**src/design/mau_pkg.sv**
```systemverilog
package mau_pkg;
	typedef enum logic [2:0] {
		OP_ADD = 3'd0,
		OP_SUB = 3'd1,
		OP_MUL = 3'd2,
		OP_POW = 3'd3,
		OP_INV = 3'd4,
		OP_DIV = 3'd5
	} opcode_t;

	localparam int unsigned ADDR_WIDTH = 3;
	localparam logic [ADDR_WIDTH-1:0] REG_MODULUS = 3'd0;
	localparam longint unsigned MODULUS_RESET = 64'd1000000007;
endpackage

```
**src/design/modular_arithmetic_unit.sv**
```systemverilog
// Channel   Handshake                 Words
// input     start / busy              opcode, operand_a, operand_b
// result    done strobe, one cycle    result
// config    APB write, pready high    modulus at byte address 0
// Each word first has both operands reduced modulo the modulus by the serial reducers.
// Power, inverse and divide then run max(OPERAND_WIDTH, MODULUS_WIDTH) exponent steps,
// each one or two serial modular multiplies.
// A two-word queue holds accepted words; busy is high while it is full.
// Reset sets the modulus to 1000000007 and empties the queue; results cannot be stalled.
module modular_arithmetic_unit #(
	parameter int unsigned MODULUS_WIDTH = 31,
	parameter int unsigned OPERAND_WIDTH = 63
) (
	input  logic                               clk,
	input  logic                               arst_n,
	input  logic                               psel,
	input  logic                               penable,
	input  logic                               pwrite,
	input  logic [mau_pkg::ADDR_WIDTH-1:0]     paddr,
	input  logic [31:0]                        pwdata,
	output logic [31:0]                        prdata,
	output logic                               pready,
	input  logic                               start,
	output logic                               busy,
	input  logic [2:0]                         opcode,
	input  logic [OPERAND_WIDTH-1:0]           operand_a,
	input  logic [OPERAND_WIDTH-1:0]           operand_b,
	output logic                               done,
	output logic [MODULUS_WIDTH-1:0]           result
);
	import mau_pkg::*;

	logic [MODULUS_WIDTH-1:0] mod_q;
	logic                     q_valid, q_pop;
	logic [2:0]               q_opcode;
	logic [OPERAND_WIDTH-1:0] q_a, q_b;

	assign pready = 1'b1;
	assign prdata = (paddr == REG_MODULUS) ? 32'(mod_q) : 32'd0;

	always_ff @(posedge clk or negedge arst_n) begin
		if (!arst_n) begin
			mod_q <= MODULUS_WIDTH'(MODULUS_RESET);
		end else if (psel && penable && pwrite && paddr == REG_MODULUS) begin
			mod_q <= pwdata[MODULUS_WIDTH-1:0];
		end
	end

	mau_front #(.OPERAND_WIDTH(OPERAND_WIDTH)) u_front (
		.clk(clk), .arst_n(arst_n), .start(start), .busy(busy), .opcode(opcode),
		.operand_a(operand_a), .operand_b(operand_b), .q_valid(q_valid), .q_pop(q_pop),
		.q_opcode(q_opcode), .q_a(q_a), .q_b(q_b)
	);

	mau_back #(.MODULUS_WIDTH(MODULUS_WIDTH), .OPERAND_WIDTH(OPERAND_WIDTH)) u_back (
		.clk(clk), .arst_n(arst_n), .m(mod_q), .q_valid(q_valid), .q_pop(q_pop),
		.q_opcode(q_opcode), .q_a(q_a), .q_b(q_b), .done(done), .result(result)
	);
endmodule

```
**src/design/mau_front.sv**
```systemverilog
module mau_front #(
	parameter int unsigned OPERAND_WIDTH = 63
) (
	input  logic                     clk,
	input  logic                     arst_n,
	input  logic                     start,
	output logic                     busy,
	input  logic [2:0]               opcode,
	input  logic [OPERAND_WIDTH-1:0] operand_a,
	input  logic [OPERAND_WIDTH-1:0] operand_b,
	output logic                     q_valid,
	input  logic                     q_pop,
	output logic [2:0]               q_opcode,
	output logic [OPERAND_WIDTH-1:0] q_a,
	output logic [OPERAND_WIDTH-1:0] q_b
);
	import mau_pkg::*;

	logic [2:0]               op_q [2];
	logic [OPERAND_WIDTH-1:0] a_q [2];
	logic [OPERAND_WIDTH-1:0] b_q [2];
	logic                     wr_q, rd_q;
	logic [1:0]               cnt_q;
	logic                     push;

	assign busy     = (cnt_q == 2'd2);
	assign push     = start && !busy;
	assign q_valid  = (cnt_q != 2'd0);
	assign q_opcode = op_q[rd_q];
	assign q_a      = a_q[rd_q];
	assign q_b      = b_q[rd_q];

	always_ff @(posedge clk) begin
		if (push) begin
			op_q[wr_q] <= opcode;
			a_q[wr_q]  <= operand_a;
			b_q[wr_q]  <= operand_b;
		end
	end

	always_ff @(posedge clk or negedge arst_n) begin
		if (!arst_n) begin
			wr_q  <= 1'b0;
			rd_q  <= 1'b0;
			cnt_q <= 2'd0;
		end else begin
			if (push) wr_q <= ~wr_q;
			if (q_pop && q_valid) rd_q <= ~rd_q;
			cnt_q <= cnt_q + 2'(push) - 2'(q_pop && q_valid);
		end
	end
endmodule

```
**src/design/mau_mulmod.sv**
```systemverilog
module mau_mulmod #(
	parameter int unsigned MODULUS_WIDTH = 31
) (
	input  logic                     clk,
	input  logic                     arst_n,
	input  logic                     go,
	input  logic [MODULUS_WIDTH-1:0] x,
	input  logic [MODULUS_WIDTH-1:0] y,
	input  logic [MODULUS_WIDTH-1:0] m,
	output logic                     fin,
	output logic [MODULUS_WIDTH-1:0] p
);
	import mau_pkg::*;

	localparam int unsigned MW = MODULUS_WIDTH;
	localparam int unsigned CW = $clog2(MW);

	logic [MW-1:0] acc_q, x_q, y_q;
	logic [CW-1:0] cnt_q;
	logic          run_q, fin_q;
	logic [MW:0]   d, d1, e, e1;

	always_comb begin
		d  = {acc_q, 1'b0};
		d1 = (d >= {1'b0, m}) ? d - {1'b0, m} : d;
		e  = d1 + (y_q[MW-1] ? {1'b0, x_q} : '0);
		e1 = (e >= {1'b0, m}) ? e - {1'b0, m} : e;
	end

	assign p   = acc_q;
	assign fin = fin_q;

	always_ff @(posedge clk) begin
		if (go) begin
			acc_q <= '0;
			x_q   <= x;
			y_q   <= y;
		end else if (run_q) begin
			acc_q <= e1[MW-1:0];
			y_q   <= {y_q[MW-2:0], 1'b0};
		end
	end

	always_ff @(posedge clk or negedge arst_n) begin
		if (!arst_n) begin
			run_q <= 1'b0;
			fin_q <= 1'b0;
			cnt_q <= '0;
		end else begin
			fin_q <= 1'b0;
			if (go) begin
				run_q <= 1'b1;
				cnt_q <= '0;
			end else if (run_q) begin
				cnt_q <= cnt_q + 1'b1;
				if (cnt_q == CW'(MW - 1)) begin
					run_q <= 1'b0;
					fin_q <= 1'b1;
				end
			end
		end
	end
endmodule

```
**src/design/mau_back.sv**
```systemverilog
module mau_back #(
	parameter int unsigned MODULUS_WIDTH = 31,
	parameter int unsigned OPERAND_WIDTH = 63
) (
	input  logic                     clk,
	input  logic                     arst_n,
	input  logic [MODULUS_WIDTH-1:0] m,
	input  logic                     q_valid,
	output logic                     q_pop,
	input  logic [2:0]               q_opcode,
	input  logic [OPERAND_WIDTH-1:0] q_a,
	input  logic [OPERAND_WIDTH-1:0] q_b,
	output logic                     done,
	output logic [MODULUS_WIDTH-1:0] result
);
	import mau_pkg::*;

	localparam int unsigned MW = MODULUS_WIDTH;
	localparam int unsigned OW = OPERAND_WIDTH;
	localparam int unsigned EW = (OW > MW) ? OW : MW;
	localparam int unsigned CW = $clog2(EW + 1);

	typedef enum logic [3:0] {
		S_IDLE, S_RED, S_EXEC, S_SQ, S_SQW, S_ML, S_MLW, S_NXT, S_FIN, S_DONE
	} state_t;

	state_t        state_q;
	logic [2:0]    op_q;
	logic [OW-1:0] sa_q, sb_q;
	logic [OW-1:0] b_full_q;
	logic [EW-1:0] exp_q;
	logic [MW-1:0] ra_q, rb_q, acc_q, base_q, res_q, mx_q, my_q;
	logic [CW-1:0] cnt_q;
	logic          go_q, done_q, mfin;
	logic [MW-1:0] mp;
	logic [MW:0]   ta, tb, sum;

	mau_mulmod #(.MODULUS_WIDTH(MW)) u_mul (
		.clk(clk), .arst_n(arst_n), .go(go_q), .x(mx_q), .y(my_q), .m(m),
		.fin(mfin), .p(mp)
	);

	always_comb begin
		ta  = {ra_q, sa_q[OW-1]};
		ta  = (ta >= {1'b0, m}) ? ta - {1'b0, m} : ta;
		tb  = {rb_q, sb_q[OW-1]};
		tb  = (tb >= {1'b0, m}) ? tb - {1'b0, m} : tb;
		sum = {1'b0, ra_q} + {1'b0, rb_q};
		sum = (sum >= {1'b0, m}) ? sum - {1'b0, m} : sum;
	end

	assign q_pop  = (state_q == S_IDLE) && q_valid;
	assign done   = done_q;
	assign result = res_q;

	always_ff @(posedge clk) begin
		if (state_q == S_IDLE && q_valid) b_full_q <= q_b;
	end

	always_ff @(posedge clk or negedge arst_n) begin
		if (!arst_n) begin
			state_q <= S_IDLE;
			go_q    <= 1'b0;
			done_q  <= 1'b0;
			cnt_q   <= '0;
		end else begin
			go_q   <= 1'b0;
			done_q <= 1'b0;
			unique case (state_q)
				S_IDLE: begin
					if (q_valid) begin
						op_q    <= q_opcode;
						sa_q    <= q_a;
						sb_q    <= q_b;
						ra_q    <= '0;
						rb_q    <= '0;
						cnt_q   <= '0;
						state_q <= S_RED;
					end
				end
				S_RED: begin
					ra_q  <= ta[MW-1:0];
					rb_q  <= tb[MW-1:0];
					sa_q  <= {sa_q[OW-2:0], 1'b0};
					sb_q  <= {sb_q[OW-2:0], 1'b0};
					cnt_q <= cnt_q + 1'b1;
					if (cnt_q == CW'(OW - 1)) state_q <= S_EXEC;
				end
				S_EXEC: begin
					acc_q <= MW'(1);
					cnt_q <= '0;
					state_q <= S_SQ;
					exp_q <= EW'(m - MW'(2));
					base_q <= ra_q;
					if (m < MW'(2) || op_q > OP_DIV) begin
						res_q   <= '0;
						state_q <= S_DONE;
					end else begin
						unique case (op_q)
							OP_ADD: begin
								res_q   <= sum[MW-1:0];
								state_q <= S_DONE;
							end
							OP_SUB: begin
								res_q   <= (ra_q >= rb_q) ? ra_q - rb_q : ra_q + (m - rb_q);
								state_q <= S_DONE;
							end
							OP_MUL: begin
								mx_q    <= ra_q;
								my_q    <= rb_q;
								go_q    <= 1'b1;
								state_q <= S_FIN;
							end
							OP_POW: exp_q <= EW'(b_full_q);
							OP_DIV: base_q <= rb_q;
							default: ;
						endcase
					end
				end
				S_SQ: begin
					mx_q    <= acc_q;
					my_q    <= acc_q;
					go_q    <= 1'b1;
					state_q <= S_SQW;
				end
				S_SQW: begin
					if (mfin) begin
						acc_q   <= mp;
						state_q <= exp_q[EW-1] ? S_ML : S_NXT;
					end
				end
				S_ML: begin
					mx_q    <= acc_q;
					my_q    <= base_q;
					go_q    <= 1'b1;
					state_q <= S_MLW;
				end
				S_MLW: begin
					if (mfin) begin
						acc_q   <= mp;
						state_q <= S_NXT;
					end
				end
				S_NXT: begin
					exp_q <= {exp_q[EW-2:0], 1'b0};
					cnt_q <= cnt_q + 1'b1;
					if (cnt_q == CW'(EW - 1)) begin
						if (op_q == OP_DIV) begin
							mx_q    <= ra_q;
							my_q    <= acc_q;
							go_q    <= 1'b1;
							state_q <= S_FIN;
						end else begin
							res_q   <= acc_q;
							state_q <= S_DONE;
						end
					end else begin
						state_q <= S_SQ;
					end
				end
				S_FIN: begin
					if (mfin) begin
						res_q   <= mp;
						state_q <= S_DONE;
					end
				end
				S_DONE: begin
					done_q  <= 1'b1;
					state_q <= S_IDLE;
				end
				default: state_q <= S_IDLE;
			endcase
		end
	end
endmodule

```
**config.mk**
```make
export PLATFORM = sky130hd
export DESIGN_NAME = modular_arithmetic_unit
export DESIGN_NICKNAME = d
export VERILOG_FILES = /design/src/design/mau_pkg.sv /design/src/design/modular_arithmetic_unit.sv /design/src/design/mau_front.sv /design/src/design/mau_mulmod.sv /design/src/design/mau_back.sv
export SDC_FILE = /design/constraint.sdc
export NUM_CORES = 2
export LEC_CHECK = 0
export BUFFER_PORTS_ARGS = -buffer_cell sky130_fd_sc_hd__clkbuf_2
export CORE_ASPECT_RATIO = 0.6
export CORE_MARGIN = 2
export CORE_UTILIZATION = 55
export DETAILED_ROUTE_END_ITERATION = 10
export PLACE_DENSITY = 0.83
export SYNTH_ARGS = -nofsm -noshare
export SYNTH_HDL_FRONTEND = slang
export SYNTH_SLANG_ARGS = --single-unit
```
**constraint.sdc**
```tcl
create_clock -name clk -period 12.55 [get_ports clk]
set_input_delay 0.6275 -clock clk [delete_from_list [all_inputs] [get_ports clk]]
set_output_delay 0.6275 -clock clk [all_outputs]
set_load 0.1 [all_outputs]
```
== Yosys cells after proc, flatten, opt, wreduce, memory -nomap -nowiden ==
Memory sizes are Yosys's and may differ from the RTL's. A register that Yosys moved wholly into a read port is not among the register bits.
Cells that the tools add are included.
Widths: inputs -> output; s select.

* $add $sub $neg: 15
* Equal/unequal tests: 28
* Order comparisons: 8
* Shift operators: 0
* Divide/modulo/power cells: 0
* Mux-type cells: 68
* $mul: 0
* Bitwise operators: 2
* Reductions and logical operators: 34

{| class="wikitable"
|+ Operators with widths
! kind !! number
|-
| $mux 31 || 24
|-
| $pmux 63 s2 || 3
|-
| $mux 63 || 4
|-
| $pmux 31 s2 || 4
|-
| $pmux 31 s3 || 2
|-
| $sub 31x31->31 || 6
|-
| $ge 32x31->1 || 5
|-
| $pmux 31 s4 || 1
|-
| $pmux 4 s9 || 1
|-
| $add 31x31->32 || 1
|-
| $add 32x31->32 || 1
|-
| $mux 32 || 1
|-
| $sub 31x2->32 const B || 1
|-
| $sub 32x31->32 || 1
|-
| $add 31x31->31 || 1
|-
| $ge 31x31->1 || 1
|-
| $lt 31x2->1 const B || 1
|-
| $mux 4 || 7
|-
| $pmux 6 s3 || 1
|-
| $reduce_and 6->1 || 3
|-
| $eq 4x3->1 const B || 4
|-
| $mux 1 || 14
|-
| $ne 2x1->1 const B || 6
|-
| $mux 5 || 2
|-
| 33 further kinds || 60
|}

* Memories: 3
* Bits in latches: 0
* Output and inout port bits: 66
* RAM bits: 258
* Flip-flop bits (word level): 616
* Bits in read-only memories: 0
* Input bits: 170

{| class="wikitable"
|+ Memory list
! memory !! words !! width !! read ports !! clocked after Yosys merged registers in !! wr ports !! line !! RTL
|-
| u_front.a_q || 2 || 63 || 1 || 0 || 1 || mau_front.sv:20 || <nowiki>logic [OPERAND_WIDTH-1:0] a_q [2];</nowiki>
|-
| u_front.b_q || 2 || 63 || 1 || 0 || 1 || mau_front.sv:21 || <nowiki>logic [OPERAND_WIDTH-1:0] b_q [2];</nowiki>
|-
| u_front.op_q || 2 || 3 || 1 || 1 || 1 || mau_front.sv:19 || <nowiki>logic [2:0] op_q [2];</nowiki>
|}

== Depth between registers and ports, before layout ==
* Depth after elaboration: 6
* Gate-level depth with buffers: 37
* Mapped depth without buffers: 34

== By module ==
Synthesis repeated with hierarchy kept, for this count alone.

* Cells, all modules: 4,906
* Area, all modules: 52,177.5 um2

{| class="wikitable"
|+ By module, submodules not included
! module !! cells each !! area each (um2) !! sequential area each (um2) !! instances
|-
| mau_back || 3,337 || 31,899.3 || 14,473.9 || 1
|-
| mau_front || 419 || 9,535.4 || 7,847.5 || 1
|-
| mau_mulmod || 1,044 || 9,166.3 || 2,657.5 || 1
|-
| modular_arithmetic_unit || 106 || 1,576.5 || 795.8 || 1
|}

== Worst setup path after synthesis ==
OpenSTA, ideal clock, no wires.

* Path type: register to register
* Start: register u_back.state_q[0]
* End: register u_back.ra_q[0] (enable)
* Data arrival time: 10.461 ns
* Buffers on the path: 1
* Clock period less this slack: 11.025 ns
* Stages on the path, launching flop included: 5
* Path slack: 1.525 ns
* Cell sequence: dfrtp_1 -> clkbuf_1 -> nor3_1 -> nor3b_1 -> o21a_1

* Word-level cells in the longest chain between the ends: 3
* Elaborated cells on any way between the ends: 5
* Those cells by class: eq/ne (2); reduce/logical (3)

{| class="wikitable"
|+ RTL lines
! what !! line !! RTL
|-
| start: declaration || mau_back.sv:27 || <nowiki>state_t state_q;</nowiki>
|-
| start signal: assignment || mau_back.sv:129 || <nowiki>state_q <= exp_q[EW-1] ? S_ML : S_NXT;</nowiki>
|-
| $logic_not 4->1 or $eq 4x1->1 (tied branches) || mau_back.sv:69 || <nowiki>unique case (state_q)</nowiki>
|-
| $ne 2x1->1 (no source line) or $reduce_bool 2->1 (tied branches) || - ||
|-
| $reduce_and 3->1 (no source line) (*) || - ||
|-
| end signal: assignment || mau_back.sv:82 || <nowiki>ra_q <= ta[MW-1:0];</nowiki>
|-
| end: declaration || mau_back.sv:32 || <nowiki>logic [MW-1:0] ra_q, rb_q, acc_q, base_q, res_q, mx_q, my_q;</nowiki>
|}

Every way passes the cells marked *; elsewhere a longest branch is shown, timed or not.
A chain may end at the register's enable or synchronous reset.

== Final worst setup path ==
* Start: register mod_q[1]
* End: register u_back.u_mul.acc_q[29] (netlist: u_back.u_mul.p[29])

* Word-level cells in the longest chain between the ends: 5
* Elaborated cells on any way between the ends: 7
* Those cells by class: add/sub (3); order compare (2); mux (2)

{| class="wikitable"
|+ RTL lines
! what !! line !! RTL
|-
| start: declaration || modular_arithmetic_unit.sv:33 || <nowiki>logic [MODULUS_WIDTH-1:0] mod_q;</nowiki>
|-
| start signal: assignment || modular_arithmetic_unit.sv:43 || <nowiki>mod_q <= MODULUS_WIDTH'(MODULUS_RESET);</nowiki>
|-
| start signal: assignment || modular_arithmetic_unit.sv:45 || <nowiki>mod_q <= pwdata[MODULUS_WIDTH-1:0];</nowiki>
|-
| $sub 32x31->32 or $ge 32x31->1 (tied branches) || mau_mulmod.sv:25 || <nowiki>d1 = (d >= {1'b0, m}) ? d - {1'b0, m} : d;</nowiki>
|-
| $mux 32 || mau_mulmod.sv:25 ||
|-
| $add 32x31->32 || mau_mulmod.sv:26 || <nowiki>e = d1 + (y_q[MW-1] ? {1'b0, x_q} : '0);</nowiki>
|-
| $sub 31x31->31 or $ge 32x31->1 (tied branches) || mau_mulmod.sv:27 || <nowiki>e1 = (e >= {1'b0, m}) ? e - {1'b0, m} : e;</nowiki>
|-
| $mux 31 (*) || mau_mulmod.sv:27 ||
|-
| end signal: assignment || mau_mulmod.sv:39 || <nowiki>acc_q <= e1[MW-1:0];</nowiki>
|-
| end: declaration || mau_mulmod.sv:18 || <nowiki>logic [MW-1:0] acc_q, x_q, y_q;</nowiki>
|}

Marks and branches as above.

==> impl_metrics.json <==
{
  "outcome": "finished, final reports clean",
  "crit_fanout": 58,
  "yosysTopAreaCellShare_pct": 46.7,
  "drive_above_1_share_pct": 14.4,
  "synth_edf_count": 792,
  "num_rows": 86,
  "hpwl_um": 105000,
  "tightestPinTransition_ns": 1.32,
  "htreeDepth": 3,
  "worstSetupStartpointType": "register",
  "drc_errors": 0,
  "yosysWarnings": 0,
  "ant_nets": 0,
  "cp_common_cell": "a21oi_1",
  "drt-total-wl_um": 144000,
  "syn_inst": 4663,
  "cp_slowest_cell": "dfstp_2",
  "dieArea_um2": 95200,
  "fin_skew_ns": 0.0611,
  "drt_iter0_markers": 5069,
  "grt_usage_pct": 30.0,
  "r2r_setup_slack_ns": 3.53,
  "synth_flop_cell": "edfxtp_1",
  "hold_class": "in -> reg",
  "design_area_um2": 56500,
  "dieHeight_um": 240,
  "root_buffer": "clkbuf_16",
  "async_flop_share_pct": 6.16,
  "initial_utilization_pct": 55.5,
  "grt_pass1_wl_um": 217000,
  "finalNetCount": 5351,
  "worstHoldStart": "operand_b[32]",
  "period_needed_ns": 9.02,
  "arrival_ns": 9.59,
  "die-width_um": 397,
  "max_freq_mhz": 111,
  "crit_start": "mod_q[1]",
  "ys_seq_elements": 877,
  "dpl_cell_area_um2": 53600,
  "cts_buffer_depth": 3,
  "hold_depth": 1,
  "synthTopCellsByArea": "edfxtp_1, ha_1, mux2_2",
  "setup_violations": 0,
  "fin_tns_setup_ns": 0,
  "worstSkewPairLatency_ns": 0.70,
  "slew_headroom_pct": 11.8,
  "cp_data_required_time_ns": 13.12,
  "r2r_start": "mod_q[1]",
  "netlist_area_um2": 51000,
  "avgRoutedWirePerCell_um": 23.3,
  "coreArea_um2": 91800,
  "drv_slew": 0,
  "max_stage_delay_ns": 0.75,
  "grt_pass1_vias": 36375,
  "syn-num-nets": 5156,
  "cts_setup_buffers": 0,
  "drtPass1Iterations": 7,
  "groute.layer.met2.usage_pct": 41.7,
  "cts_tree": "built",
  "synth-seq-area-share_pct": 50.6,
  "finalWorstSetupSlack_ns": 3.53,
  "cp-end-kind": "register",
  "maxCapViolCount": 0,
  "grtUsageMet1_pct": 43.6,
  "syn_avg_cell_area_um2": 10.9,
  "rsz0062_at_grt": "false",
  "antenna_found_initial": 4,
  "r2r_cells": 33,
  "grt_max_degree": 158,
  "yosysTopAreaCell": "edfxtp_1",
  "grt-ovfl-total": 0,
  "ios": 236,
  "fin_crit_sh_pct": 71.9,
  "vias_per_cell": 6.24,
  "grt_util_met3_pct": 10.1,
  "cts_sinks": 877,
  "area_growth_pct": 10.8,
  "gp_congestion": 1.04,
  "clk_pin_slew_ns": 0.07,
  "crit_type": "reg -> reg",
  "cts_made_buffers": 82,
  "hold_viol_final": 0,
  "dp_slack_ns": 3.69,
  "vias": 38450,
  "synth_cell_types": 86,
  "io_buffers": 232,
  "final_core_util_pct": 61.5,
  "gr-max-usage-layer": "met1"
}
synthesized netlist by cell type (39+ instances only):
master and n:
xor2_1 83, nor2_1 295, edfxtp_1 792, ha_1 285, a211oi_1 79, nor3_1 65, a21oi_1 311, a21o_1 120
and2_1 113, xnor2_1 187, inv_1 234, mux2_2 194, clkbuf_1 166, nand2b_1 39, o21ai_0 349, mux2i_1 142
nand3_1 60, nand2_1 450, a22oi_1 47
state kept, by name (all words and copies together), names as in the netlist, 63 cells and up:
name	count
u_back.sb_q	63
u_back.b_full_q	63
u_front.b_q	126
u_back.sa_q	63
u_front.a_q	126
u_back.exp_q	63
per-layer routing:
metal,part of all wire [%],vias up
met5,0.0090,-
met4,3.4,2
met3,15,282
met2,40,2281
met1,41,18318
li1,-,17567
metrics by stage:
step,cells,hold slack (ns)
after CTS,6159,0.0776
after global routing,6160,0.0913
after global placement,6005,0.401
after detailed placement,6005,0.405
after floorplan,4663,0.332
final,6160,0.113
cells by family (layout without fill, tap and decap cells):
| family | count (synthesis) | in the layout | share of synthesized area, % |
|---|---|---|---|
| AO/OA/AOI/OAI | 1210 | 1210 | 14.9 |
| AND/OR/NAND/NOR | 1212 | 1212 | 11.1 |
| flip-flops | 877 | 877 | 50.6 |
| multiplexers | 336 | 336 | 7.07 |
| buffers and inverters | 433 | 697 | 3.25 |
| XOR/XNOR | 270 | 270 | 4.64 |
| adder cells (fa/ha/maj) | 323 | 323 | 8.49 |
| other | 2 | 3 | 0.0147 |
layout make-up:
type,count,area [um2]
Clock buffer,90,2090
Multi-Input combinational cell,3353,23700
Timing Repair Buffer,310,1760
Antenna cell,1,2.50
Sequential cell,877,25800
Inverter,234,878
Fill cell,6965,35300
Tap cell,1232,1540
Clock inverter,63,741
cells in the final DEF, fill, tap and decap left out, types with 83 or more instances in the layout:
cell type  instances
clkbuf_2         231
nor2_1           289
mux2i_1          142
xnor2_1          187
edfxtp_1         792
inv_1            234
mux2_2           194
nand2_1          450
ha_1             285
a21oi_1          308
xor2_1            83
and2_1           113
a21o_1           120
o21ai_0          349
worst max-delay path: cells and delay by family, from the launching register on:
family	cells	cell delay (ns)
AOI/OAI and AO/OA	22	5.48
and+or+nand+nor	2	0.19
DFF	1	0.75
xor gates and xnor gates	1	0.20
adders and majority gates	3	1.04
buffers and inverters	4	0.82
muxes	1	0.41
path summary, 6_finish.rpt:
kind | end
worst max register to register | u_back.u_mul.p[29]
worst min-delay path | u_front.b_q[1][32]
worst max-delay path | u_back.u_mul.p[29]
max in group asynchronous | mod_q[1]
worst min register to register | u_back.u_mul.x_q[25]
min in group asynchronous | mod_q[3]
timing repair:
| item | in CTS | in global routing |
|---|---|---|
| setup endpoints to repair | 0 | 0 |
| resized for setup | 0 | 0 |
| hold buffers | 1 | 0 |
| endpoints found under the hold margin | 14 | 0 |
Power is not shown: default switching activity piles up to over one toggle a cycle in this logic, so the estimate is an artifact.
